**src/rtl/bdasc_pkg.sv**
```systemverilog
// Shared constants and types for the binary to decimal ASCII converter.
package bdasc_pkg;

  localparam int ValueWidth = 32;
  localparam int NumDigits  = 10;
  localparam int DigitWidth = 4;
  localparam int BcdWidth   = NumDigits * DigitWidth;
  localparam int CharWidth  = 6;
  localparam int CountWidth = 5;

  // ASCII '0'; digits 0..9 map to 48..57, which fit in six bits
  localparam logic [CharWidth-1:0] AsciiZero = 6'd48;

  // Last shift-adjust step and last digit slot
  localparam logic [CountWidth-1:0] LastShift = CountWidth'(ValueWidth - 1);
  localparam logic [CountWidth-1:0] LastSlot  = CountWidth'(NumDigits - 1);

  // Sequencer states, one-hot
  typedef enum logic [2:0] {
    ST_IDLE = 3'b001,
    ST_CONV = 3'b010,
    ST_EMIT = 3'b100
  } state_t;

endpackage

```
**src/rtl/binary_to_decimal_ascii.sv**
```systemverilog
// Top level: converts an unsigned 32-bit value to decimal ASCII digit words.
//
// Pulse start while busy is low to hand over in_value. The value goes through
// 32 shift-and-add-3 steps of one shared ten-digit BCD adjust unit, then ten
// digit slots are scanned most significant first; leading zeros are dropped,
// so one to ten digit words come out, one per cycle, each marked by out_valid
// for exactly one cycle, with out_last_digit set on the final digit. Zero gives
// the single digit '0'. Busy stays high from the start edge through the 32
// conversion steps and the 10 digit slots. The final digit word is shown in
// the first cycle after busy falls, and the next value can be taken at the end
// of that cycle, so a new value is only taken once the last one is through.
// The receiver cannot hold words off: it must take each one in the cycle it
// is shown.
module binary_to_decimal_ascii
  import bdasc_pkg::*;
(
  input  logic                  clk,
  input  logic                  rst_n,
  input  logic                  start,
  output logic                  busy,
  input  logic [ValueWidth-1:0] in_value,
  output logic                  out_valid,
  output logic [CharWidth-1:0]  out_digit_char,
  output logic                  out_last_digit
);

  state_t                  state_r, state_nxt;
  logic [ValueWidth-1:0]   bin_r, bin_nxt;
  logic [BcdWidth-1:0]     bcd_r, bcd_nxt;
  logic [CountWidth-1:0]   cnt_r, cnt_nxt;
  logic                    started_r, started_nxt;
  logic                    out_valid_r, out_valid_nxt;
  logic [CharWidth-1:0]    out_char_r, out_char_nxt;
  logic                    out_last_r, out_last_nxt;

  logic [BcdWidth-1:0]     bcd_adj;
  logic [DigitWidth-1:0]   top_digit;
  logic                    top_nonzero;
  logic                    last_slot;

  // Adjust each BCD digit: add 3 where it is 5 or more
  always_comb begin
    for (int i = 0; i < NumDigits; i++) begin
      if (bcd_r[i*DigitWidth +: DigitWidth] >= DigitWidth'(5)) begin
        bcd_adj[i*DigitWidth +: DigitWidth] =
          bcd_r[i*DigitWidth +: DigitWidth] + DigitWidth'(3);
      end else begin
        bcd_adj[i*DigitWidth +: DigitWidth] = bcd_r[i*DigitWidth +: DigitWidth];
      end
    end
  end

  assign top_digit   = bcd_r[BcdWidth-1 -: DigitWidth];
  assign top_nonzero = (top_digit != '0);
  assign last_slot   = (cnt_r == LastSlot);

  // Sequence load, conversion and digit scan
  always_comb begin
    state_nxt     = state_r;
    bin_nxt       = bin_r;
    bcd_nxt       = bcd_r;
    cnt_nxt       = cnt_r;
    started_nxt   = started_r;
    out_valid_nxt = 1'b0;
    out_char_nxt  = out_char_r;
    out_last_nxt  = out_last_r;
    case (state_r)
      ST_IDLE: begin
        if (start) begin
          bin_nxt     = in_value;
          bcd_nxt     = '0;
          cnt_nxt     = '0;
          started_nxt = 1'b0;
          state_nxt   = ST_CONV;
        end
      end
      ST_CONV: begin
        // Shift the next binary bit into the adjusted BCD word
        bcd_nxt = {bcd_adj[BcdWidth-2:0], bin_r[ValueWidth-1]};
        bin_nxt = {bin_r[ValueWidth-2:0], 1'b0};
        if (cnt_r == LastShift) begin
          cnt_nxt   = '0;
          state_nxt = ST_EMIT;
        end else begin
          cnt_nxt = cnt_r + 1'b1;
        end
      end
      ST_EMIT: begin
        // Emit the top digit unless it is a leading zero
        if (top_nonzero || started_r || last_slot) begin
          out_valid_nxt = 1'b1;
          out_char_nxt  = AsciiZero | CharWidth'(top_digit);
          out_last_nxt  = last_slot;
        end
        started_nxt = started_r | top_nonzero;
        bcd_nxt     = {bcd_r[BcdWidth-DigitWidth-1:0], {DigitWidth{1'b0}}};
        if (last_slot) begin
          cnt_nxt   = '0;
          state_nxt = ST_IDLE;
        end else begin
          cnt_nxt = cnt_r + 1'b1;
        end
      end
      default: begin
        state_nxt = ST_IDLE;
      end
    endcase
  end

  // Control registers
  always_ff @(posedge clk) begin
    if (!rst_n) begin
      state_r     <= ST_IDLE;
      cnt_r       <= '0;
      started_r   <= 1'b0;
      out_valid_r <= 1'b0;
    end else begin
      state_r     <= state_nxt;
      cnt_r       <= cnt_nxt;
      started_r   <= started_nxt;
      out_valid_r <= out_valid_nxt;
    end
  end

  // Datapath registers
  always_ff @(posedge clk) begin
    bin_r      <= bin_nxt;
    bcd_r      <= bcd_nxt;
    out_char_r <= out_char_nxt;
    out_last_r <= out_last_nxt;
  end

  assign busy           = (state_r != ST_IDLE);
  assign out_valid      = out_valid_r;
  assign out_digit_char = out_char_r;
  assign out_last_digit = out_last_r;

endmodule

```
**config.mk**
```make
export PLATFORM = sky130hd
export DESIGN_NAME = binary_to_decimal_ascii
export DESIGN_NICKNAME = d
export VERILOG_FILES = /design/src/rtl/bdasc_pkg.sv /design/src/rtl/binary_to_decimal_ascii.sv
export SDC_FILE = /design/constraint.sdc
export NUM_CORES = 1
export LEC_CHECK = 0
export ABC_AREA = 0
export BUFFER_PORTS_ARGS = -buffer_cell sky130_fd_sc_hd__buf_2
export CAP_MARGIN = 20
export CORE_ASPECT_RATIO = 0.9
export CORE_UTILIZATION = 28
export CTS_BUF_LIST = sky130_fd_sc_hd__clkbuf_8
export CTS_CLUSTER_DIAMETER = 150
export DETAILED_ROUTE_END_ITERATION = 7
export SYNTH_ARGS = -nofsm -noshare
export SYNTH_HDL_FRONTEND = slang
export SYNTH_SLANG_ARGS = --single-unit
```
**constraint.sdc**
```tcl
create_clock -name clk -period 2.1 [get_ports clk]
set_clock_uncertainty 0.05 [all_clocks]
set_input_delay 0.105 -clock clk [delete_from_list [all_inputs] [get_ports clk]]
set_output_delay 0.105 -clock clk [all_outputs]
set_load 0.01 [all_outputs]
```
==> flow_summary.toml, run 1 <==
[logic_synthesis]
async_flop_share_pct = 0
synth_most_common_cell = "nand2_1"
synth-main-ff-cell = "edfxtp_1"
synth.distinct_cells = 42
ys_warn_count = 0
synth.area.top_cells = "edfxtp_1, nand2_1, ha_1, dfxtp_1, a21oi_1"
synth_edf_count = 77
yosysTopAreaCellShare_pct = 50.7
synthCells = 423
yosys-top-cells-count = "nand2_1, edfxtp_1, ha_1"
ys_ff_latch = 87
syn_area_mm2 = 0.00456
ys_seq_area_share_pct = 55.1
avgSynthCellArea_um2 = 10.8
post-synth-top-area-cell = "edfxtp_1"

[detailed_routing]
avgViaCountPerCell = 4.73
wl_um = 9480
drt_iter0_markers = 239
detail-route-antenna-nets = 0
firstDrtPassIters = 4
wire_per_inst_um = 13.4
drc_errors = 0
vias = 3352

[sta]
max_freq_ghz = 0.537
hold_viol = 0
fin_crit_sh_pct = 88.7
final-setup-viol-count = 0
period_minus_slack_ns = 1.86
drv_slew = 0
rsz0062_at_grt = "no"
fin_ws_ns = 0.238
fin_tns_setup_ns = 0

[cells_and_area]
antenna_cells = 0
layout-drive-gt1-share_pct = 16.2
final_cells = 709
final_util_pct = 35.8
layout.nets = 562
synthToLayoutAreaGrowth_pct = 22.9

[grt]
grt_pass1_vias = 3325
grt_max_degree = 33
grt_pass1_wl_um = 15200
grt_antenna_before_repair = 0
overflow = 0
grtUsageTotal_pct = 11.4

[critical_path]
crit_chain = "ha_1 -> and3_1 -> ha_1 -> nor4b_2 -> a22oi_2 -> nor3b_1 -> a21o_1"
reg2reg_to = "cnt_r[2]"
reg2reg_depth = 7
path_class = "flip-flop to flip-flop"
r2r_slack_ns = 0.24
endpoint_kind = "flip-flop"
critPathArrivalTime_ns = 2.11
max_stage_delay_ns = 0.37
crit_required_ns = 2.35
crit_family = "simple AND/OR/NAND/NOR gates"
path_common_cell = "ha_1"
r2r_start = "cnt_r[0]"
path_max_fanout = 5
crit_buf_inv = 0
cpMaxStageDelayCell = "dfxtp_1"
start_kind = "flip-flop"

[run]
drv_cap = 0

[floorplanning]
fp.dieH_um = 123
io_pins = 44
die_x_um = 137
core_mm2 = 0.0157
rows = 43
start_util_pct = 29.1
die-area_mm2 = 0.0168

[min_path]
worstHoldPathCells = 4
min-delay-start = "start"
hp-class = "input pin to flip-flop"
holdPathEnd = "state_r[0]"

[power_and_ir_drop]
ir_worst_vdd_mv = 0.335
leakagePower_nw = 2.23
total_power_mw = 3.85
power.density_mw_per_mm2 = 687

[place]
place_hpwl_um = 6240
portBuffers = 41
placed_cells = 661
globalplace.congestion = 0.796
post-place-ws_ns = 0.103

[clocking]
root_buffer = "clkbuf_8"
cts_buffer_depth = 2
cts_buffers = 9
clk_latency_ns = 0.35
cts.htree.levels = 3
path_clk_slew_ns = 0.09
cts_tree = "yes"
cts_sinks = 87

[run_status]
status = "complete, no violations"
## area by class of cell
| cell class | count | area, um^2 |
|---|---|---|
| flip-flops and latches | 87 | 2510 |
| inverters | 23 | 86.3 |
| multi-input cells | 294 | 1880 |
| repair buffers | 88 | 666 |
| clock buffers | 9 | 124 |
| well taps | 202 | 253 |
| clock inverters | 6 | 85.1 |
| fillers | 1505 | 10000 |
## flip-flops by register name, indices dropped and copies added (netlist names)
register and count:
bcd_r 40, bin_r 32, cnt_r 5, out_digit_char 4, state_r 3, out_last_digit 1
out_valid 1, started_r 1
## cell families after synthesis
group                    share of synthesized area [%]
AO/OA/AOI/OAI                                     12.0
XOR/XNOR                                          3.26
adder cells (fa/ha/maj)                           6.58
buffers and inverters                             4.36
flip-flops                                        55.1
multiplexers                                      1.97
other                                           0.0822
AND/OR/NAND/NOR                                   16.7
## cell usage in the layout (no fill, tap or decap), types with 2 or more instances in the layout
master         synthesis  layout
o32ai_1                3       3
nand2_1              107     106
a21oi_1               22      22
nor3_1                 3       3
xor2_1                 6       6
xnor2_1               11      11
a22o_1                 9       9
nand3b_1               4       4
nand2b_1              10      10
o32ai_2                4       4
o22ai_1               12      12
ha_1                  24      24
mux2i_1                9       9
o21ai_0               21      21
nor2_1                 9       8
buf_2                  3      41
dfxtp_1               10      10
nor3b_1               13      12
inv_1                 23      23
buf_4                  3      12
a211oi_1               4       4
dlygate4sd3_1          0      33
nand4bb_1              2       2
clkbuf_8               0       9
bufinv_16              0       2
and2_1                 2       2
buf_12                 0       2
edfxtp_1              77      77
nand3_1                2       2
a21o_1                 2       2
conb_1                 1       2
## worst max path at each step
stage / depth (start not counted) / to / start / slack, ns
final: 7 / cnt_r[2] / cnt_r[0] / 0.24
after global routing: 7 / cnt_r[2] / cnt_r[0] / 0.11
after CTS: 7 / cnt_r[2] / cnt_r[0] / 0.07
after detailed placement: 7 / cnt_r[2] / cnt_r[0] / 0.10
after global placement: 7 / cnt_r[2] / cnt_r[0] / 0.17
after floorplan: 5 / bin_r[0] / state_r[2] / 0.08
## tightest hold or removal path, cell delays in order
cell and delay [ns]:
buf_2 0.10, nand3b_1 0.07, a21oi_1 0.05, o21ai_0 0.13
## power by group
| part | total, mW | internal (mW) | switching [mW] | leakage (nW) |
|---|---|---|---|---|
| registers | 2.09 | 2.02 | 0.0688 | 0.834 |
| clock network | 1.26 | 0.662 | 0.599 | 0.103 |
| logic | 0.505 | 0.233 | 0.272 | 1.29 |
| total | 3.85 | 2.91 | 0.940 | 2.23 |
## per-layer routing
metal | routed length (um) | GRT usage, % | up-vias
li1 | - | - | 1652
met2 | 4760 | 19.8 | 39
met5 | 0 | 0 | -
met4 | 140 | 4.03 | 0
met3 | 242 | 2.05 | 11
met1 | 4340 | 14.2 | 1650
## repair_timing
action,4_1_cts,5_1_grt
buffers inserted,0,0
endpoints found under the hold margin,34,0
setup endpoints to repair,0,3
resized for setup,0,3
hold buffers,33,0
## through the flow
stage / hold WS (ns) / instance area [um^2]
final: 0.0994 / 5610
after global routing: 0.129 / 5610
after CTS: 0.0911 / 5600
after detailed placement: 0.299 / 5060
after global placement: 0.291 / 5060
after floorplan: 0.131 / 4570
Note: power is estimated with default switching activity, not from simulation.
==> inputs of run 2 (changes only) <==
- RECOVER_POWER: unset -> 50
==> run 2 against run 1 <==
Flip-flop and latch count stayed put. Die area stayed put. Combinational power is 4.2% lower. Critical endpoint is now bcd_r[4]. Largest cell class unchanged.
==> flow_summary.toml, run 2 (same netlist as run 1, synthesis figures left out) <==
[min_path]
holdPathEnd = "state_r[0]"
worstHoldPathCells = 4
hp-class = "input pin to flip-flop"
min-delay-start = "start"

[detailed_routing]
drc_errors = 0
wl_um = 9470
wire_per_inst_um = 13.4
detail-route-antenna-nets = 0
vias = 3341
avgViaCountPerCell = 4.71
drt_iter0_markers = 227
firstDrtPassIters = 4

[clocking]
path_clk_slew_ns = 0.09
clk_latency_ns = 0.35
cts_buffer_depth = 2
cts_buffers = 9
root_buffer = "clkbuf_8"
cts.htree.levels = 3
cts_sinks = 87
cts_tree = "yes"

[critical_path]
reg2reg_depth = 5
endpoint_kind = "flip-flop"
reg2reg_to = "bcd_r[4]"
path_max_fanout = 12
r2r_slack_ns = 0.21
r2r_start = "state_r[2]"
critPathArrivalTime_ns = 2.01
start_kind = "flip-flop"
path_class = "flip-flop to flip-flop"
crit_required_ns = 2.22

[floorplanning]
die_x_um = 137
rows = 43
core_mm2 = 0.0157
io_pins = 44
die-area_mm2 = 0.0168
fp.dieH_um = 123
start_util_pct = 29.1

[cells_and_area]
synthToLayoutAreaGrowth_pct = 21.3
reg_top3 = "bcd_r (40), bin_r (32), cnt_r (5)"
largest_reg_flops = 40
final_cell_mix = "nand2_1, edfxtp_1, buf_2"
final_cells = 709
antenna_cells = 0
final_common_cell = "nand2_1"
layout-drive-gt1-share_pct = 13.8
layout.nets = 562
regMostFlops = "bcd_r"
finish.instance_area_mm2 = 0.00553

[grt]
grt_pass1_wl_um = 15200
grtUsageTotal_pct = 11.4
overflow = 0
grt_pass1_vias = 3325
grt_max_degree = 33
grt_antenna_before_repair = 0

[power_and_ir_drop]
total_power_mw = 3.84
clkPwrFrac_pct = 33.0
seqPwrFrac_pct = 54.4
internal_power_mw = 2.90
switchingPower_uw = 938
switching_share_pct = 24.5
power.density_mw_per_mm2 = 693
leakagePower_nw = 2.18
power_frac_comb_pct = 12.6
ir_worst_vdd_mv = 0.333

[run_status]
status = "complete, no violations"

[sta]
fin_tns_setup_ns = 0
slew-limit-headroom_pct = 56.5
timing.hold.ws_ns = 0.101
hold_viol = 0
max_freq_ghz = 0.530
final-setup-viol-count = 0
period_minus_slack_ns = 1.89
rsz0062_at_grt = "no"
tightest_slew_ns = 0.653
drv_slew = 0
fin_crit_sh_pct = 89.9

[place]
place_hpwl_um = 6240
placed_cells = 661
globalplace.congestion = 0.796
placed_area_mm2 = 0.00506
portBuffers = 41

[run]
drv_cap = 0
run 2: how the worst max path moves through the flow:
stage | endpoint | cells after the start | slack (ns) | from
final | bcd_r[4] | 5 | 0.21 | state_r[2]
after CTS | cnt_r[2] | 7 | 0.07 | cnt_r[0]
after detailed placement | cnt_r[2] | 7 | 0.10 | cnt_r[0]
after global routing | bcd_r[4] | 5 | 0.08 | state_r[2]
after floorplan | bin_r[0] | 5 | 0.08 | state_r[2]
after global placement | cnt_r[2] | 7 | 0.17 | cnt_r[0]
run 2: metal layers:
metal / up-vias / track usage [%] / share of wire, %
met3: 13 / 2.05 / 2.3
met1: 1633 / 14.2 / 46
li1: 1656 / - / -
met4: 0 / 4.03 / 1.5
met2: 39 / 19.8 / 50
met5: - / 0 / 0
run 2: critical path, cell delays in order (launching register included):
cell      delay, ns
dfxtp_1        0.34
clkbuf_1       0.19
nor3b_1        0.28
clkbuf_1       0.54
nand3_1        0.15
o21ai_0        0.15
run 2: stage by stage:
step / utilization, % / worst slack, ns
after floorplan: - / 0.0789
after global placement: 32.3 / 0.175
after detailed placement: 32.3 / 0.103
after CTS: 35.7 / 0.0736
after global routing: 35.3 / 0.0838
final: 35.3 / 0.213
run 2: layout make-up:
| class | count | area, um^2 |
|---|---|---|
| tap | 202 | 253 |
| inverter | 23 | 86.3 |
| clock buffer | 9 | 124 |
| timing repair buffer | 88 | 612 |
| fill | 1512 | 10100 |
| clock inverter | 6 | 85.1 |
| multi-input combinational | 294 | 1860 |
| sequential | 87 | 2510 |
run 2: what timing repair did:
item / in CTS / in global routing
hold buffers: 33 / 0
resized for setup: 0 / 3
setup buffers: 0 / 0
endpoints found under the hold margin: 34 / 0
endpoints found under the setup margin: 0 / 3
run 2: power groups by stage:
stage	Combinational [mW]	Clock [mW]	Sequential, mW
after global routing	0.542	1.36	2.10
after global placement	0.436	0	2.12
after CTS	0.505	1.30	2.09
after floorplan	0.323	0	2.11
after detailed placement	0.456	0	2.13
final	0.484	1.26	2.09
==> inputs of run 3 (changes only) <==
- CTS_BUF_LIST: sky130_fd_sc_hd__clkbuf_8 -> unset
==> run 3 against run 2 <==
Power increased by 11%. Final cell count decreased by 0.99%. Highest routed layer unchanged. Largest cell class unchanged. Routed wire length decreased by 0.92%. Worst hold slack got worse by 0.096 ns. Largest power group unchanged. Global-route usage hardly changed. Non-clock buffer count decreased by 7. Flip-flop and latch count is the same. Critical path depth shrank 2. Clock power up 33%.
==> flow_summary.toml, run 3 (same netlist as run 1, synthesis figures left out) <==
[power_and_ir_drop]
switchingPower_uw = 984
seqPwrFrac_pct = 49.2
switching_share_pct = 23.2
ir_worst_vdd_mv = 0.375
clkPwrFrac_pct = 39.6
leakagePower_nw = 2.20
power_frac_comb_pct = 11.1
power.density_mw_per_mm2 = 763
internal_power_mw = 3.26

[detailed_routing]
wl_um = 9390
wire_per_inst_um = 13.4
vias = 3336
drc_errors = 0
firstDrtPassIters = 4
avgViaCountPerCell = 4.75
drt_iter0_markers = 210
detail-route-antenna-nets = 0

[clocking]
cts_sinks = 87
cts_buffers = 9
path_clk_slew_ns = 0.06
cts.htree.levels = 3
cts_buffer_depth = 2
cts_tree = "yes"
clk_latency_ns = 0.33
root_buffer = "clkbuf_16"

[floorplanning]
die_x_um = 137
start_util_pct = 29.1
io_pins = 44
die-area_mm2 = 0.0168
rows = 43
fp.dieH_um = 123
core_mm2 = 0.0157

[cells_and_area]
final_common_cell = "nand2_1"
final_util_pct = 35.5
final_cells = 702
reg_top3 = "bcd_r (40), bin_r (32), cnt_r (5)"
final_cell_mix = "nand2_1, edfxtp_1, buf_2"
antenna_cells = 0
fill_cells = 1510
regMostFlops = "bcd_r"
layout.nets = 555
synthToLayoutAreaGrowth_pct = 22.0
layout-drive-gt1-share_pct = 14.0
largest_reg_flops = 40

[sta]
period_minus_slack_ns = 1.88
drv_slew = 0
max_freq_ghz = 0.531
hold_viol = 0
rsz0062_at_grt = "no"
slew-limit-headroom_pct = 57.7
final-setup-viol-count = 0
fin_tns_setup_ns = 0
fin_crit_sh_pct = 89.6
tightest_slew_ns = 0.635

[grt]
grtUsageTotal_pct = 11.4
grt_pass1_vias = 3265
grt_antenna_before_repair = 0
grt_max_degree = 33
overflow = 0
grt_pass1_wl_um = 15100

[critical_path]
max_stage_delay_ns = 0.50
cpMaxStageDelayCell = "or3b_4"
crit_chain = "or3b_4 -> clkbuf_2 -> and2_1"
crit_required_ns = 2.14
start_kind = "flip-flop"
reg2reg_depth = 3
path_max_fanout = 32
endpoint_kind = "flip-flop"
critPathArrivalTime_ns = 1.92
path_class = "flip-flop to flip-flop"

[min_path]
worstHoldPathCells = 3
hp-class = "input pin to flip-flop"

[run]
drv_cap = 0

[place]
portBuffers = 41
placed_cells = 661
place_hpwl_um = 6240
globalplace.congestion = 0.796

[run_status]
status = "complete, no violations"
[run 3: layout make-up]
class / instances / area (um^2) / area share [%]
clock buffer: 9 / 225 / 4.05
inverter: 23 / 86.3 / 1.55
clock inverter: 6 / 85.1 / 1.53
multi-input combinational: 294 / 1860 / 33.5
timing repair buffer: 81 / 542 / 9.73
tap: 202 / 253 / 4.54
sequential: 87 / 2510 / 45.1
[run 3: final timing paths]
kind,slack [ns],start,end
max,0.22,state_r[1],bin_r[0]
min,0.005,in_value[4],bin_r[4]
max reg2reg,0.22,state_r[1],bin_r[0]
min reg2reg,0.40,bcd_r[37],out_digit_char[1]
[run 3: layer usage]
metal,routed length (um),vias to the layer above,global-route usage (%),part of all wire (%)
li1,-,1643,-,-
met1,4310,1644,14.1,46
met2,4730,37,19.6,50
met3,236,12,2.34,2.5
met4,109,0,4.03,1.2
met5,0,-,0,0
[run 3: what timing repair did]
| item | in CTS | in global routing |
|---|---|---|
| setup endpoints to repair | 0 | 7 |
| setup buffers | 0 | 0 |
| resized for setup | 0 | 3 |
| hold buffers | 26 | 0 |
| endpoints found under the hold margin | 26 | 0 |
[run 3: metrics by stage]
step	power [mW]	area [um^2]	worst slack, ns	hold slack [ns]
3_3_place_gp	2.56	5060	0.175	0.291
2_1_floorplan	2.43	4570	0.0789	0.131
3_5_place_dp	2.58	5060	0.103	0.299
5_1_grt	4.42	5570	0.0679	0.00680
6_report	4.25	5570	0.218	0.00534
4_1_cts	4.31	5630	0.0790	0.00208
[run 3: power by group through the flow]
stage	clock network, mW	registers (mW)	logic [mW]
CTS	1.72	2.09	0.497
global route	1.79	2.10	0.532
floorplan	0	2.11	0.323
finish	1.68	2.09	0.474
global placement	0	2.12	0.436
detailed placement	0	2.13	0.456
[run 3: worst max-delay path: cells and delay by family, from the launching register on]
| family | cells | cell delay [ns] |
|---|---|---|
| buffers and inverters | 1 | 0.43 |
| DFF | 1 | 0.34 |
| and+or+nand+nor | 2 | 0.81 |
